<file path="src/design/mha_pkg.sv">
// mha_pkg: sizing constants, transaction structs, request and status codes,
// controller states and commands for the magazine handle allocator
// no dependencies
package mha_pkg;

   localparam int CORES         = 4;
   localparam int DEPTH_PER_MAG = 16;
   localparam int TOTAL_MAGS    = 64;
   localparam int HANDLE_BITS   = 32;

   localparam int PAIRS      = CORES * 2;
   localparam int SLOTS      = PAIRS * 2;
   localparam int STORE_SIZE = TOTAL_MAGS * DEPTH_PER_MAG;

   localparam int CORE_W   = (CORES > 1) ? $clog2(CORES) : 1;
   localparam int PAIR_W   = CORE_W + 1;
   localparam int SLOT_W   = CORE_W + 2;
   localparam int MAG_W    = $clog2(TOTAL_MAGS);
   localparam int LVL_W    = $clog2(TOTAL_MAGS + 1);
   localparam int FILL_W   = $clog2(DEPTH_PER_MAG + 1);
   localparam int ADDR_W   = $clog2(STORE_SIZE);
   localparam int LEVEL_FIELD_W = 7;

   localparam logic [1:0] REQ_ALLOC  = 2'd0;
   localparam logic [1:0] REQ_FREE   = 2'd1;
   localparam logic [1:0] REQ_REMOTE = 2'd2;

   typedef enum logic [1:0] {
      STATUS_OK      = 2'd0,
      STATUS_EMPTY   = 2'd1,
      STATUS_NO_MAG  = 2'd2,
      STATUS_REFUSED = 2'd3
   } status_type;

   typedef struct packed {
      logic [1:0]             req_type;
      logic [1:0]             core_index;
      logic                   irq_context;
      logic [HANDLE_BITS-1:0] handle_in;
   } req_item_type;

   typedef struct packed {
      logic [HANDLE_BITS-1:0]   handle_out;
      logic                     granted;
      status_type               status;
      logic [LEVEL_FIELD_W-1:0] full_level;
      logic [LEVEL_FIELD_W-1:0] empty_level;
   } rsp_item_type;

   typedef enum logic [2:0] {
      ST_IDLE, ST_DECODE, ST_REFILL_WAIT, ST_POP, ST_TRADE, ST_TRADE_WAIT, ST_FINISH
   } state_type;

   typedef enum logic [3:0] {
      CMD_NONE, CMD_LOAD, CMD_REFILL_ISSUE, CMD_REFILL_DONE, CMD_POP,
      CMD_FREE, CMD_TRADE, CMD_TRADE_DONE, CMD_FINISH
   } cmd_type;

   typedef struct packed {
      cmd_type cmd;
      logic    req_ready;
   } ctrl_out_type;

   typedef struct packed {
      logic [1:0] kind;
      logic       refill_go;
      logic       trade_go;
      logic       trade_empty;
      logic       rsp_busy;
   } dp_status_type;

   // core_index modulo CORES by repeated subtraction (value is only 2 bits)
   function automatic logic [CORE_W-1:0] reduce_core(input logic [1:0] c);
      logic [4:0] v;
      v = {3'b000, c};
      for (int i = 0; i < 3; i++) begin
         if (int'(v) >= CORES) v = v - 5'(CORES);
      end
      return CORE_W'(v);
   endfunction

endpackage

</file>
<file path="src/design/mha_ctrl.sv">
// mha_ctrl: sequencing state machine of the allocator
// depends on mha_pkg
module mha_ctrl (
   input  logic                   clock,
   input  logic                   reset,
   input  logic                   req_valid,
   input  mha_pkg::dp_status_type dp_status,
   output mha_pkg::ctrl_out_type  ctrl_out
);

   mha_pkg::state_type state_ff, state_in;

   always_ff @(posedge clock) begin
      if (reset) state_ff <= mha_pkg::ST_IDLE;
      else       state_ff <= state_in;
   end

   always_comb begin
      state_in = state_ff;
      unique case (state_ff)
         mha_pkg::ST_IDLE: begin
            if (req_valid) state_in = mha_pkg::ST_DECODE;
         end
         mha_pkg::ST_DECODE: begin
            priority case (dp_status.kind)
               mha_pkg::REQ_ALLOC:
                  state_in = dp_status.refill_go ? mha_pkg::ST_REFILL_WAIT : mha_pkg::ST_POP;
               mha_pkg::REQ_REMOTE: state_in = mha_pkg::ST_POP;
               mha_pkg::REQ_FREE:
                  state_in = dp_status.trade_go ? mha_pkg::ST_TRADE : mha_pkg::ST_FINISH;
               default: state_in = mha_pkg::ST_FINISH;
            endcase
         end
         mha_pkg::ST_REFILL_WAIT: state_in = mha_pkg::ST_POP;
         mha_pkg::ST_POP:         state_in = mha_pkg::ST_FINISH;
         mha_pkg::ST_TRADE:
            state_in = dp_status.trade_empty ? mha_pkg::ST_TRADE_WAIT : mha_pkg::ST_FINISH;
         mha_pkg::ST_TRADE_WAIT:  state_in = mha_pkg::ST_FINISH;
         mha_pkg::ST_FINISH: begin
            if (!dp_status.rsp_busy) state_in = mha_pkg::ST_IDLE;
         end
         default: state_in = mha_pkg::ST_IDLE;
      endcase
   end

   always_comb begin
      ctrl_out.cmd       = mha_pkg::CMD_NONE;
      ctrl_out.req_ready = 1'b0;
      unique case (state_ff)
         mha_pkg::ST_IDLE: begin
            ctrl_out.req_ready = 1'b1;
            if (req_valid) ctrl_out.cmd = mha_pkg::CMD_LOAD;
         end
         mha_pkg::ST_DECODE: begin
            if (dp_status.kind == mha_pkg::REQ_ALLOC && dp_status.refill_go)
               ctrl_out.cmd = mha_pkg::CMD_REFILL_ISSUE;
            else if (dp_status.kind == mha_pkg::REQ_FREE)
               ctrl_out.cmd = mha_pkg::CMD_FREE;
         end
         mha_pkg::ST_REFILL_WAIT: ctrl_out.cmd = mha_pkg::CMD_REFILL_DONE;
         mha_pkg::ST_POP:         ctrl_out.cmd = mha_pkg::CMD_POP;
         mha_pkg::ST_TRADE:       ctrl_out.cmd = mha_pkg::CMD_TRADE;
         mha_pkg::ST_TRADE_WAIT:  ctrl_out.cmd = mha_pkg::CMD_TRADE_DONE;
         mha_pkg::ST_FINISH: begin
            if (!dp_status.rsp_busy) ctrl_out.cmd = mha_pkg::CMD_FINISH;
         end
         default: ctrl_out.cmd = mha_pkg::CMD_NONE;
      endcase
   end

endmodule

</file>
<file path="config.mk">
export PLATFORM = sky130hd
export DESIGN_NAME = mha_ctrl
export DESIGN_NICKNAME = d
export VERILOG_FILES = /design/src/design/mha_pkg.sv /design/src/design/mha_ctrl.sv
export SDC_FILE = /design/constraint.sdc
export NUM_CORES = 1
export LEC_CHECK = 0
export BUFFER_PORTS_ARGS = -buffer_cell sky130_fd_sc_hd__buf_4
export CORE_AREA = 5 5 42 44
export CTS_CLUSTER_DIAMETER = 100
export CTS_CLUSTER_SIZE = 24
export DETAILED_ROUTE_END_ITERATION = 6
export DIE_AREA = 0 0 47 49
export GPL_TIMING_DRIVEN = 0
export REMOVE_ABC_BUFFERS = 1
export SYNTH_ARGS = -nofsm -noshare
export SYNTH_HDL_FRONTEND = slang
export SYNTH_SLANG_ARGS = --single-unit
</file>
<file path="constraint.sdc">
create_clock -name clock -period 1.3 [get_ports clock]
set_clock_uncertainty 0.2 [all_clocks]
set_input_delay 0 -clock clock [delete_from_list [all_inputs] [get_ports clock]]
set_output_delay 0 -clock clock [all_outputs]
set_load 0.01 [all_outputs]
</file>
==> results.ini, run 1 <==
[outcome]
status=finished with violations
violations=negative hold slack, negative setup slack

[placed_design]
dp_slack_ns=-0.1891
detailed_place.area_sq_um=387.9
gp_congestion=0.7499
numPortBuffers=13

[layout]
antenna_cells=0
nNetsFinal=74
fillers=150
design_area_sq_um=584.3
final_common_cell=buf_4
area_delta_synth_final_pct=97.05
regMostFlops=state_ff
mostFrequentLayoutCells=buf_4, dlygate4sd3_1, buf_6
largest_registers=state_ff: 3 flops
largest_reg_flops=3
finish.utilization_pct=41.70
drive_above_1_share_pct=56.25

[synthesis]
synth_seq_area_share_pct=20.25
synth_cell_type_count=23
synthesis.area_sq_um=296.5
avgSynthCellArea_sq_um=7.603
yosysWarnings=0
synth_cells=39
ys_ff_latch=3

[timing]
min_period_ns=1.335
fmax_ghz=0.7489
hold_viol_final=2
tightest_slew_ns=0.3268
setup_ws_ns=-0.03522
drv_slew=0
setup_viol=2
slew-limit-headroom_pct=78.01
worst_hold_slack_ns=-0.04191
rsz0062_at_grt=yes
min_period_over_period_pct=102.7
tns_ns=-0.05032

[floorplanning]
initial_core_util_pct=21.16
die_area_sq_um=2303
die_h_microns=49
coreArea_sq_um=1401
pin_count=14
rows=14
die_w_microns=47

[setup_path]
cp-end-kind=flip-flop
cp.required_ns=1.21
r2r-start=state_ff[1]
start_kind=flip-flop
ff2ff_path_depth=3
critical_path_class=flip-flop to flip-flop
cp.arrival_ns=1.24
path_max_fanout=8
timing.rr.end=state_ff[0]
r2r_setup_slack_ns=-0.04

[power_and_ir_drop]
finalPower_w=0.0009327
powerDensity_nw_per_um2=1596
leakage_nw=0.2417
max-vdd-ir-drop_mv=0.5456

[route]
drt_iter0_markers=2
final_antenna_net_count=0
routed_wl_microns=964
wl_per_cell_microns=12.05
vias_per_cell=4.888
vias=391
drc=0
dr.pass1.iters=4

[clock_network]
cts.clk_slew.worst_paths_ns=0.04
clock-root-buffer=clkbuf_4
cts_tree=yes
clock_latency_ns=0.23
ctsLongestPathBuffers=2
hold_buffers=4
cts_buffers=3
h-tree-depth=1
cts_sinks=3

[global_route]
grt_start_max_net_pins=9
grt.total_usage_pct=9.078
grt_pass1_wl_mm=1.559
grt_pass1_vias=381
gr-total-overflow=0
antenna_found_initial=0

[min_path]
holdPathStages=3
hp-start=dp_status[4]
timing.hold.worst.class=input pin to flip-flop
min_to=state_ff[0]

[flow_run]
max_cap_viol_count=0

## report_power, final
group,internal (W),switching (W),total [W]
Sequential,0.000138,0.0000587,0.000196
Combinational,0.000329,0.000244,0.000573
Clock,0.000115,0.0000482,0.000163
Total,0.000582,0.000350,0.000933
## what timing repair did
item / in CTS / in global routing
endpoints found under the setup margin: 7 / 7
pin swaps: 3 / 3
endpoints found under the hold margin: 3 / 1
gates resized for setup: 15 / 9
buffers inserted: 7 / 0
## critical path, stage by stage (launching register included)
cell and delay [ns]:
dfxtp_4 0.36, buf_6 0.13, o31a_1 0.26, a2111oi_2 0.25
## synthesized netlist by cell type
library cell  instances  area share [%]
a2111oi_2             1             5.1
a21oi_1               1             1.7
a221o_1               1             3.4
and2b_1               1             2.5
buf_4                 2             5.1
buf_6                 1             3.8
dfxtp_1               3              20
inv_1                 2             2.5
mux2i_1               1             3.4
nand2_1               3             3.8
nand2b_1              1             2.1
nor2_1                2             2.5
nor2b_1               3             6.3
nor3_1                2             3.4
nor4_1                1             2.1
nor4b_1               2             5.9
nor4bb_1              1             3.4
o211ai_1              1             2.5
o21ai_0               6              10
o31a_1                1             3.0
o31ai_1               1             2.5
or2_0                 1             2.1
or2b_1                1             2.5
## area by class of cell
class,count,area (sq um),share of cell area (%)
Inverter,2,7.507,1.285
Tap cell,16,20.02,3.426
Multi-Input combinational cell,31,254.0,43.47
Sequential cell,3,71.32,12.21
Timing Repair Buffer,24,205.2,35.12
Clock buffer,4,26.28,4.497
## routing by layer
layer / global-route usage, % / vias to the layer above / wire [microns]
li1: - / 193 / -
met3: 0 / 2 / 45
met4: 5.991 / 0 / 16
met1: 12.50 / 184 / 398
met5: 0 / - / 0
met2: 13.35 / 12 / 503
## worst max-delay path by stage
stage                      startpoint          end  slack (ns)  cells past startpoint
after floorplan           state_ff[2]  state_ff[1]       -0.05                      3
after global placement    state_ff[2]  state_ff[1]       -0.18                      3
after detailed placement  state_ff[2]  state_ff[1]       -0.19                      3
after CTS                 state_ff[1]  state_ff[0]       -0.03                      3
after global routing      state_ff[0]  state_ff[0]       -0.10                      4
final                     state_ff[1]  state_ff[0]       -0.04                      3
## logic make-up (layout without fill, tap and decap cells)
family          Yosys count  in the layout  synth area share, %
compound gates           12             12                28.27
buf+inv                   5             30                11.39
flops                     3              3                20.25
mux                       1              1                3.376
simple gates             18             18                36.72
## per-stage QoR
stage | hold slack, ns | cells
finish | -0.04191 | 80
detailed placement | 0.01316 | 65
CTS | -0.08990 | 80
global route | -0.03741 | 80
floorplan | -0.1493 | 36
global placement | 0.01197 | 65
Power figures use the tool's default switching activity.
==> run 2, diff against run 1 <==
--- a/config.mk
+++ b/config.mk
@@ -12,6 +12,7 @@
 export DETAILED_ROUTE_END_ITERATION = 6
 export DIE_AREA = 0 0 47 49
 export GPL_TIMING_DRIVEN = 0
+export PLACE_DENSITY_LB_ADDON = 0.12
 export REMOVE_ABC_BUFFERS = 1
 export SYNTH_ARGS = -nofsm -noshare
 export SYNTH_HDL_FRONTEND = slang
==> run 2 against run 1 <==
Compared with the run above: the flow still finishes with violations (negative hold slack, negative setup slack); wire length decreased by 0.21%; first-iteration DRC count rose to 7.5 times the previous value; highest routed layer is now met3; global-route usage decreased by 0.51 points; sequential cell count unchanged; die area unchanged; clock power is 4% higher; largest cell class unchanged; non-clock buffer count up 1; sequential share of layout area grew 0.19 points; final cell count up 1.3%; sequential power grew 6%; worst hold slack lost 0.0067 ns.
==> results.ini, run 2 (same netlist as run 1, synthesis figures left out) <==
[global_route]
gr-total-overflow=0  ; unchanged
antenna_found_initial=0  ; unchanged
grt_pass1_wl_mm=1.414  ; was 1.559 mm
grt.total_usage_pct=8.567  ; was 9.078%
grt_start_max_net_pins=14  ; was 9
grt_pass1_vias=344  ; was 381

[layout]
final_common_cell=buf_4  ; unchanged
finish.utilization_pct=41.07  ; was 41.70%
area_delta_synth_final_pct=94.09  ; was 97.05%
antenna_cells=0  ; unchanged
largest_reg_flops=3  ; unchanged
largest_registers=state_ff: 3 flops  ; unchanged
regMostFlops=state_ff  ; unchanged
drive_above_1_share_pct=46.15  ; was 56.25%
nNetsFinal=75  ; was 74
mostFrequentLayoutCells=buf_4, dlygate4sd3_1, o21ai_0  ; was buf_4, dlygate4sd3_1, buf_6
fin_cells=81  ; was 80

[floorplanning]
coreArea_sq_um=1401  ; unchanged
pin_count=14  ; unchanged
die_area_sq_um=2303  ; unchanged
initial_core_util_pct=21.16  ; unchanged
rows=14  ; unchanged
die_h_microns=49  ; unchanged
die_w_microns=47  ; unchanged

[route]
vias_per_cell=4.679  ; was 4.888
dr_wl_met3_microns=56  ; was 45 microns
wl_per_cell_microns=11.88  ; was 12.05 microns
dr.pass1.iters=4  ; unchanged
top_layer=met3  ; was met4
wl_met2_microns=508  ; was 503 microns
wl_met1_microns=398  ; unchanged
drc=0  ; unchanged
vias=379  ; was 391
routed_wl_microns=962  ; was 964 microns
drt_iter0_markers=15  ; was 2
final_antenna_net_count=0  ; unchanged

[setup_path]
start_kind=flip-flop  ; unchanged
cp-end-kind=output port  ; was flip-flop
path_max_fanout=13  ; was 8
critical_path_class=flip-flop to output port  ; was flip-flop to flip-flop
cp.required_ns=1.10  ; was 1.21 ns
cp.arrival_ns=1.13  ; was 1.24 ns

[clock_network]
hold_buffers=6  ; was 4
ctsLongestPathBuffers=2  ; unchanged
clock_latency_ns=0.24  ; was 0.23 ns
cts.clk_slew.worst_paths_ns=0.04  ; about the same
cts_buffers=3  ; unchanged
cts_tree=yes  ; unchanged
h-tree-depth=1  ; unchanged
cts_sinks=3  ; unchanged
clock-root-buffer=clkbuf_4  ; unchanged

[timing]
hold_viol_final=1  ; was 2
tns_ns=-0.06148  ; was -0.05032 ns
setup_ws_ns=-0.03091  ; was -0.03522 ns
min_period_over_period_pct=102.4  ; was 102.7%
min_period_ns=1.331  ; was 1.335 ns
setup_viol=5  ; was 2
worst_hold_slack_ns=-0.04857  ; was -0.04191 ns
rsz0062_at_grt=yes  ; unchanged
fmax_ghz=0.7514  ; was 0.7489 GHz
slew-limit-headroom_pct=76.60  ; was 78.01%
tightest_slew_ns=0.3481  ; was 0.3268 ns
drv_slew=0  ; unchanged

[flow_run]
max_cap_viol_count=0  ; unchanged

[placed_design]
dpl.cell_count=65  ; unchanged
dp_slack_ns=-0.1836  ; was -0.1891 ns
numPortBuffers=13  ; unchanged
gp_congestion=0.7073  ; was 0.7499
post-dp-hpwl_microns=560.5

[power_and_ir_drop]
leakage_nw=0.2339  ; was 0.2417 nW
max-vdd-ir-drop_mv=0.7583  ; was 0.5456 mV
powerDensity_nw_per_um2=1594  ; was 1596 nW/um^2

[outcome]
violations=negative hold slack, negative setup slack  ; unchanged
status=finished with violations  ; unchanged

[min_path]
timing.hold.worst.class=input pin to flip-flop  ; unchanged

## run 2: cell count changes in the layout (fill, tap and decap cells not counted), sizes merged
cell         delta
buf             -1
dlygate4sd3     +2
## run 2: repair_timing
item,CTS,global route
pin swaps,2,1
endpoints found under the setup margin,8,7
endpoints found under the hold margin,3,1
resized for setup,13,5
setup buffers,5,1
## run 2: path summary, 6_finish.rpt
| kind | startpoint | cells after the start | to | slack [ns] |
|---|---|---|---|---|
| worst max register to register | state_ff[1] | 4 | state_ff[1] | -0.01 |
| worst max-delay path | state_ff[2] | 3 | ctrl_out[2] | -0.03 |
| worst min-delay path | dp_status[5] | 4 | state_ff[1] | -0.05 |
| worst min register to register | state_ff[2] | 1 | state_ff[0] | 0.36 |
## run 2: per-layer routing
layer / track usage [%] / up-vias
met5: 0 / -
met2: 11.54 / 10
met1: 10.68 / 174
li1: - / 195
met3: 3.690 / 0
met4: 5.530 / 0
## run 2: layout make-up
type / instances / area, sq um
well taps: 16 / 20.02
repair buffers: 25 / 214.0
flip-flops and latches: 3 / 71.32
clock buffers: 4 / 26.28
multi-input cells: 31 / 236.5
fillers: 150 / 825.8
inverters: 2 / 7.507
## run 2: worst max-delay path, stage by stage (launching register included)
cell     delay (ns)
dfxtp_4        0.39
or2b_1         0.25
o21ai_1        0.12
buf_4          0.13
## run 2: where the power goes
part | internal (W) | switching (W)
Clock | 0.000115 | 0.0000537
Combinational | 0.000316 | 0.000225
Sequential | 0.000138 | 0.0000696
## run 2: through the flow
step	hold slack (ns)	total power, W	cell area [sq um]
2_1_floorplan	-0.1493	0.0003818	270.3
3_3_place_gp	0.01456	0.0005528	387.9
3_5_place_dp	0.01027	0.0005434	387.9
4_1_cts	-0.05219	0.0008674	535.5
5_1_grt	-0.005774	0.0009988	575.6
6_report	-0.04857	0.0009176	575.6
==> run 3, diff against run 2 <==
--- a/config.mk
+++ b/config.mk
@@ -6,12 +6,12 @@
 export NUM_CORES = 1
 export LEC_CHECK = 0
 export BUFFER_PORTS_ARGS = -buffer_cell sky130_fd_sc_hd__buf_4
-export CORE_AREA = 5 5 42 44
+export CORE_AREA = 2 2 39 41
 export CTS_CLUSTER_DIAMETER = 100
 export CTS_CLUSTER_SIZE = 24
 export DETAILED_ROUTE_END_ITERATION = 6
-export DIE_AREA = 0 0 47 49
-export GPL_TIMING_DRIVEN = 0
+export DIE_AREA = 0 0 41 43
+export MAX_ROUTING_LAYER = met4
 export PLACE_DENSITY_LB_ADDON = 0.12
 export REMOVE_ABC_BUFFERS = 1
 export SYNTH_ARGS = -nofsm -noshare
==> run 3 against run 2 <==
Compared with the run above: the flow still finishes with violations (negative hold slack, negative setup slack); fmax is 1.7% higher; largest cell class is now buffers; global-route usage is 4.0 points higher; non-clock buffer count is 4 higher.
==> results.ini, run 3 (same netlist as run 1, synthesis figures left out) <==
[timing]
slew-limit-headroom_pct=79.73  ; was 76.60%
worst_hold_slack_ns=-0.04077  ; was -0.04857 ns
drv_slew=0  ; unchanged
min_period_ns=1.308  ; was 1.331 ns
fmax_ghz=0.7644  ; was 0.7514 GHz
setup_ws_ns=-0.008132  ; was -0.03091 ns
setup_viol=1  ; was 5
min_period_over_period_pct=100.6  ; was 102.4%
tightest_slew_ns=0.3013  ; was 0.3481 ns
hold_viol_final=1  ; unchanged
rsz0062_at_grt=yes  ; unchanged
tns_ns=-0.008132  ; was -0.06148 ns

[floorplanning]
die_w_microns=41  ; was 47 microns
die_area_sq_um=1763  ; was 2303 sq um
pin_count=14  ; unchanged
die_h_microns=43  ; was 49 microns
coreArea_sq_um=1384  ; was 1401 sq um
rows=14  ; unchanged
initial_core_util_pct=21.43  ; was 21.16%

[setup_path]
cp-end-kind=output port  ; unchanged
cp.arrival_ns=1.11  ; was 1.13 ns
start_kind=flip-flop  ; unchanged
r2r_setup_slack_ns=0.03  ; was -0.01 ns
path_max_fanout=7  ; was 13
cp.required_ns=1.10  ; about the same
critical_path_class=flip-flop to output port  ; unchanged

[layout]
largest_reg_flops=3  ; unchanged
multi_input_area_sq_um=225.2  ; was 236.5 sq um
area_delta_synth_final_pct=102.1  ; was 94.09%
final_common_cell=buf_4  ; unchanged
ff_latch_area_sq_um=71.32  ; unchanged
antenna_cells=0  ; unchanged
mostFrequentLayoutCells=buf_4, dlygate4sd3_1, o21ai_1  ; was buf_4, dlygate4sd3_1, o21ai_0
nNetsFinal=79  ; was 75
largest_registers=state_ff: 3 flops  ; unchanged
fillers=153  ; was 150
design_area_sq_um=599.3  ; was 575.6 sq um
fin_cells=85  ; was 81
regMostFlops=state_ff  ; unchanged
drive_above_1_share_pct=49.28  ; was 46.15%

[clock_network]
clock_latency_ns=0.23  ; was 0.24 ns
cts_buffers=3  ; unchanged
cts.clk_slew.worst_paths_ns=0.04  ; about the same
hold_buffers=6  ; unchanged
cts_sinks=3  ; unchanged
ctsLongestPathBuffers=2  ; unchanged
cts_tree=yes  ; unchanged
clock-root-buffer=clkbuf_4  ; unchanged
h-tree-depth=1  ; unchanged

[global_route]
antenna_found_initial=0  ; unchanged
grt_pass1_vias=379  ; was 344
grt_start_max_net_pins=8  ; was 14
grt_pass1_wl_mm=1.449  ; was 1.414 mm
gr-total-overflow=0  ; unchanged
grt.total_usage_pct=12.53  ; was 8.567%

[placed_design]
numPortBuffers=13  ; unchanged
post-dp-hpwl_microns=654.4  ; was 560.5 microns
dp_slack_ns=-0.06252  ; was -0.1836 ns
detailed_place.area_sq_um=447.9  ; was 387.9 sq um
gp_congestion=0.7378  ; was 0.7073
dpl.cell_count=73  ; was 65

[flow_run]
max_cap_viol_count=0  ; unchanged

[route]
drt_iter0_markers=5  ; was 15
vias_per_cell=4.671  ; was 4.679
wl_per_cell_microns=10.68  ; was 11.88 microns
drc=0  ; unchanged
final_antenna_net_count=0  ; unchanged
dr.pass1.iters=4  ; unchanged
routed_wl_microns=908  ; was 962 microns
vias=397  ; was 379

[power_and_ir_drop]
max-vdd-ir-drop_mv=0.4830  ; was 0.7583 mV
powerDensity_nw_per_um2=1540  ; was 1594 nW/um^2
leakage_nw=0.2647  ; was 0.2339 nW

[min_path]
timing.hold.worst.class=input pin to flip-flop  ; unchanged

[outcome]
status=finished with violations  ; unchanged
violations=negative hold slack, negative setup slack  ; unchanged

-- run 3: cell types whose count changed in the layout (fill, tap and decap cells not counted), sizes merged --
| cell | delta |
|---|---|
| buf | +4 |
| dlygate4sd3 | -1 |
| dlymetal6s4s | +1 |
-- run 3: metal layers --
layer  up-vias  track usage [%]  wire length [microns]
met5         -                -                      0
met4         0            8.000                     15
met3         2            1.571                     30
met2         9            19.06                    479
met1       183            14.70                    382
li1        203                -                      -
-- run 3: power by group --
part	total [W]	switching, W	leakage, nW	internal [W]
Combinational	0.000574	0.000234	0.223	0.000340
Sequential	0.000185	0.0000473	0.0267	0.000137
Clock	0.000164	0.0000493	0.0150	0.000115
Total	0.000923	0.000330	0.265	0.000593
-- run 3: worst paths after layout --
check | from | to | cells after the start
worst max-delay path | state_ff[2] | ctrl_out[1] | 4
worst min-delay path | dp_status[5] | state_ff[1] | 4
worst max register to register | state_ff[2] | state_ff[1] | 4
worst min register to register | state_ff[1] | state_ff[0] | 3
-- run 3: final cells by class --
type	instances	area share, %
flip-flops and latches	3	11.90
clock buffers	4	4.384
repair buffers	29	41.13
well taps	16	3.340
inverters	2	1.670
multi-input cells	31	37.58
-- run 3: per-stage QoR --
stage,utilization [%],total power (W)
floorplan,-,0.0003818
global placement,32.37,0.0006495
detailed placement,32.37,0.0006427
CTS,41.86,0.0009033
global route,43.31,0.001005
finish,43.31,0.0009229
-- run 3: worst max-delay path, cell delays in order, from the launching register on --
cell and delay [ns]:
dfxtp_4 0.35, buf_6 0.13, o211ai_1 0.15, o31ai_1 0.09, buf_4 0.15
-- run 3: repair_timing --
action / in CTS / in global routing
setup endpoints to repair: 7 / 6
gates resized for setup: 20 / 2
buffers inserted: 1 / 2
pin swaps: 2 / 3
hold endpoints to repair: 3 / 1
cloned: 0 / 0
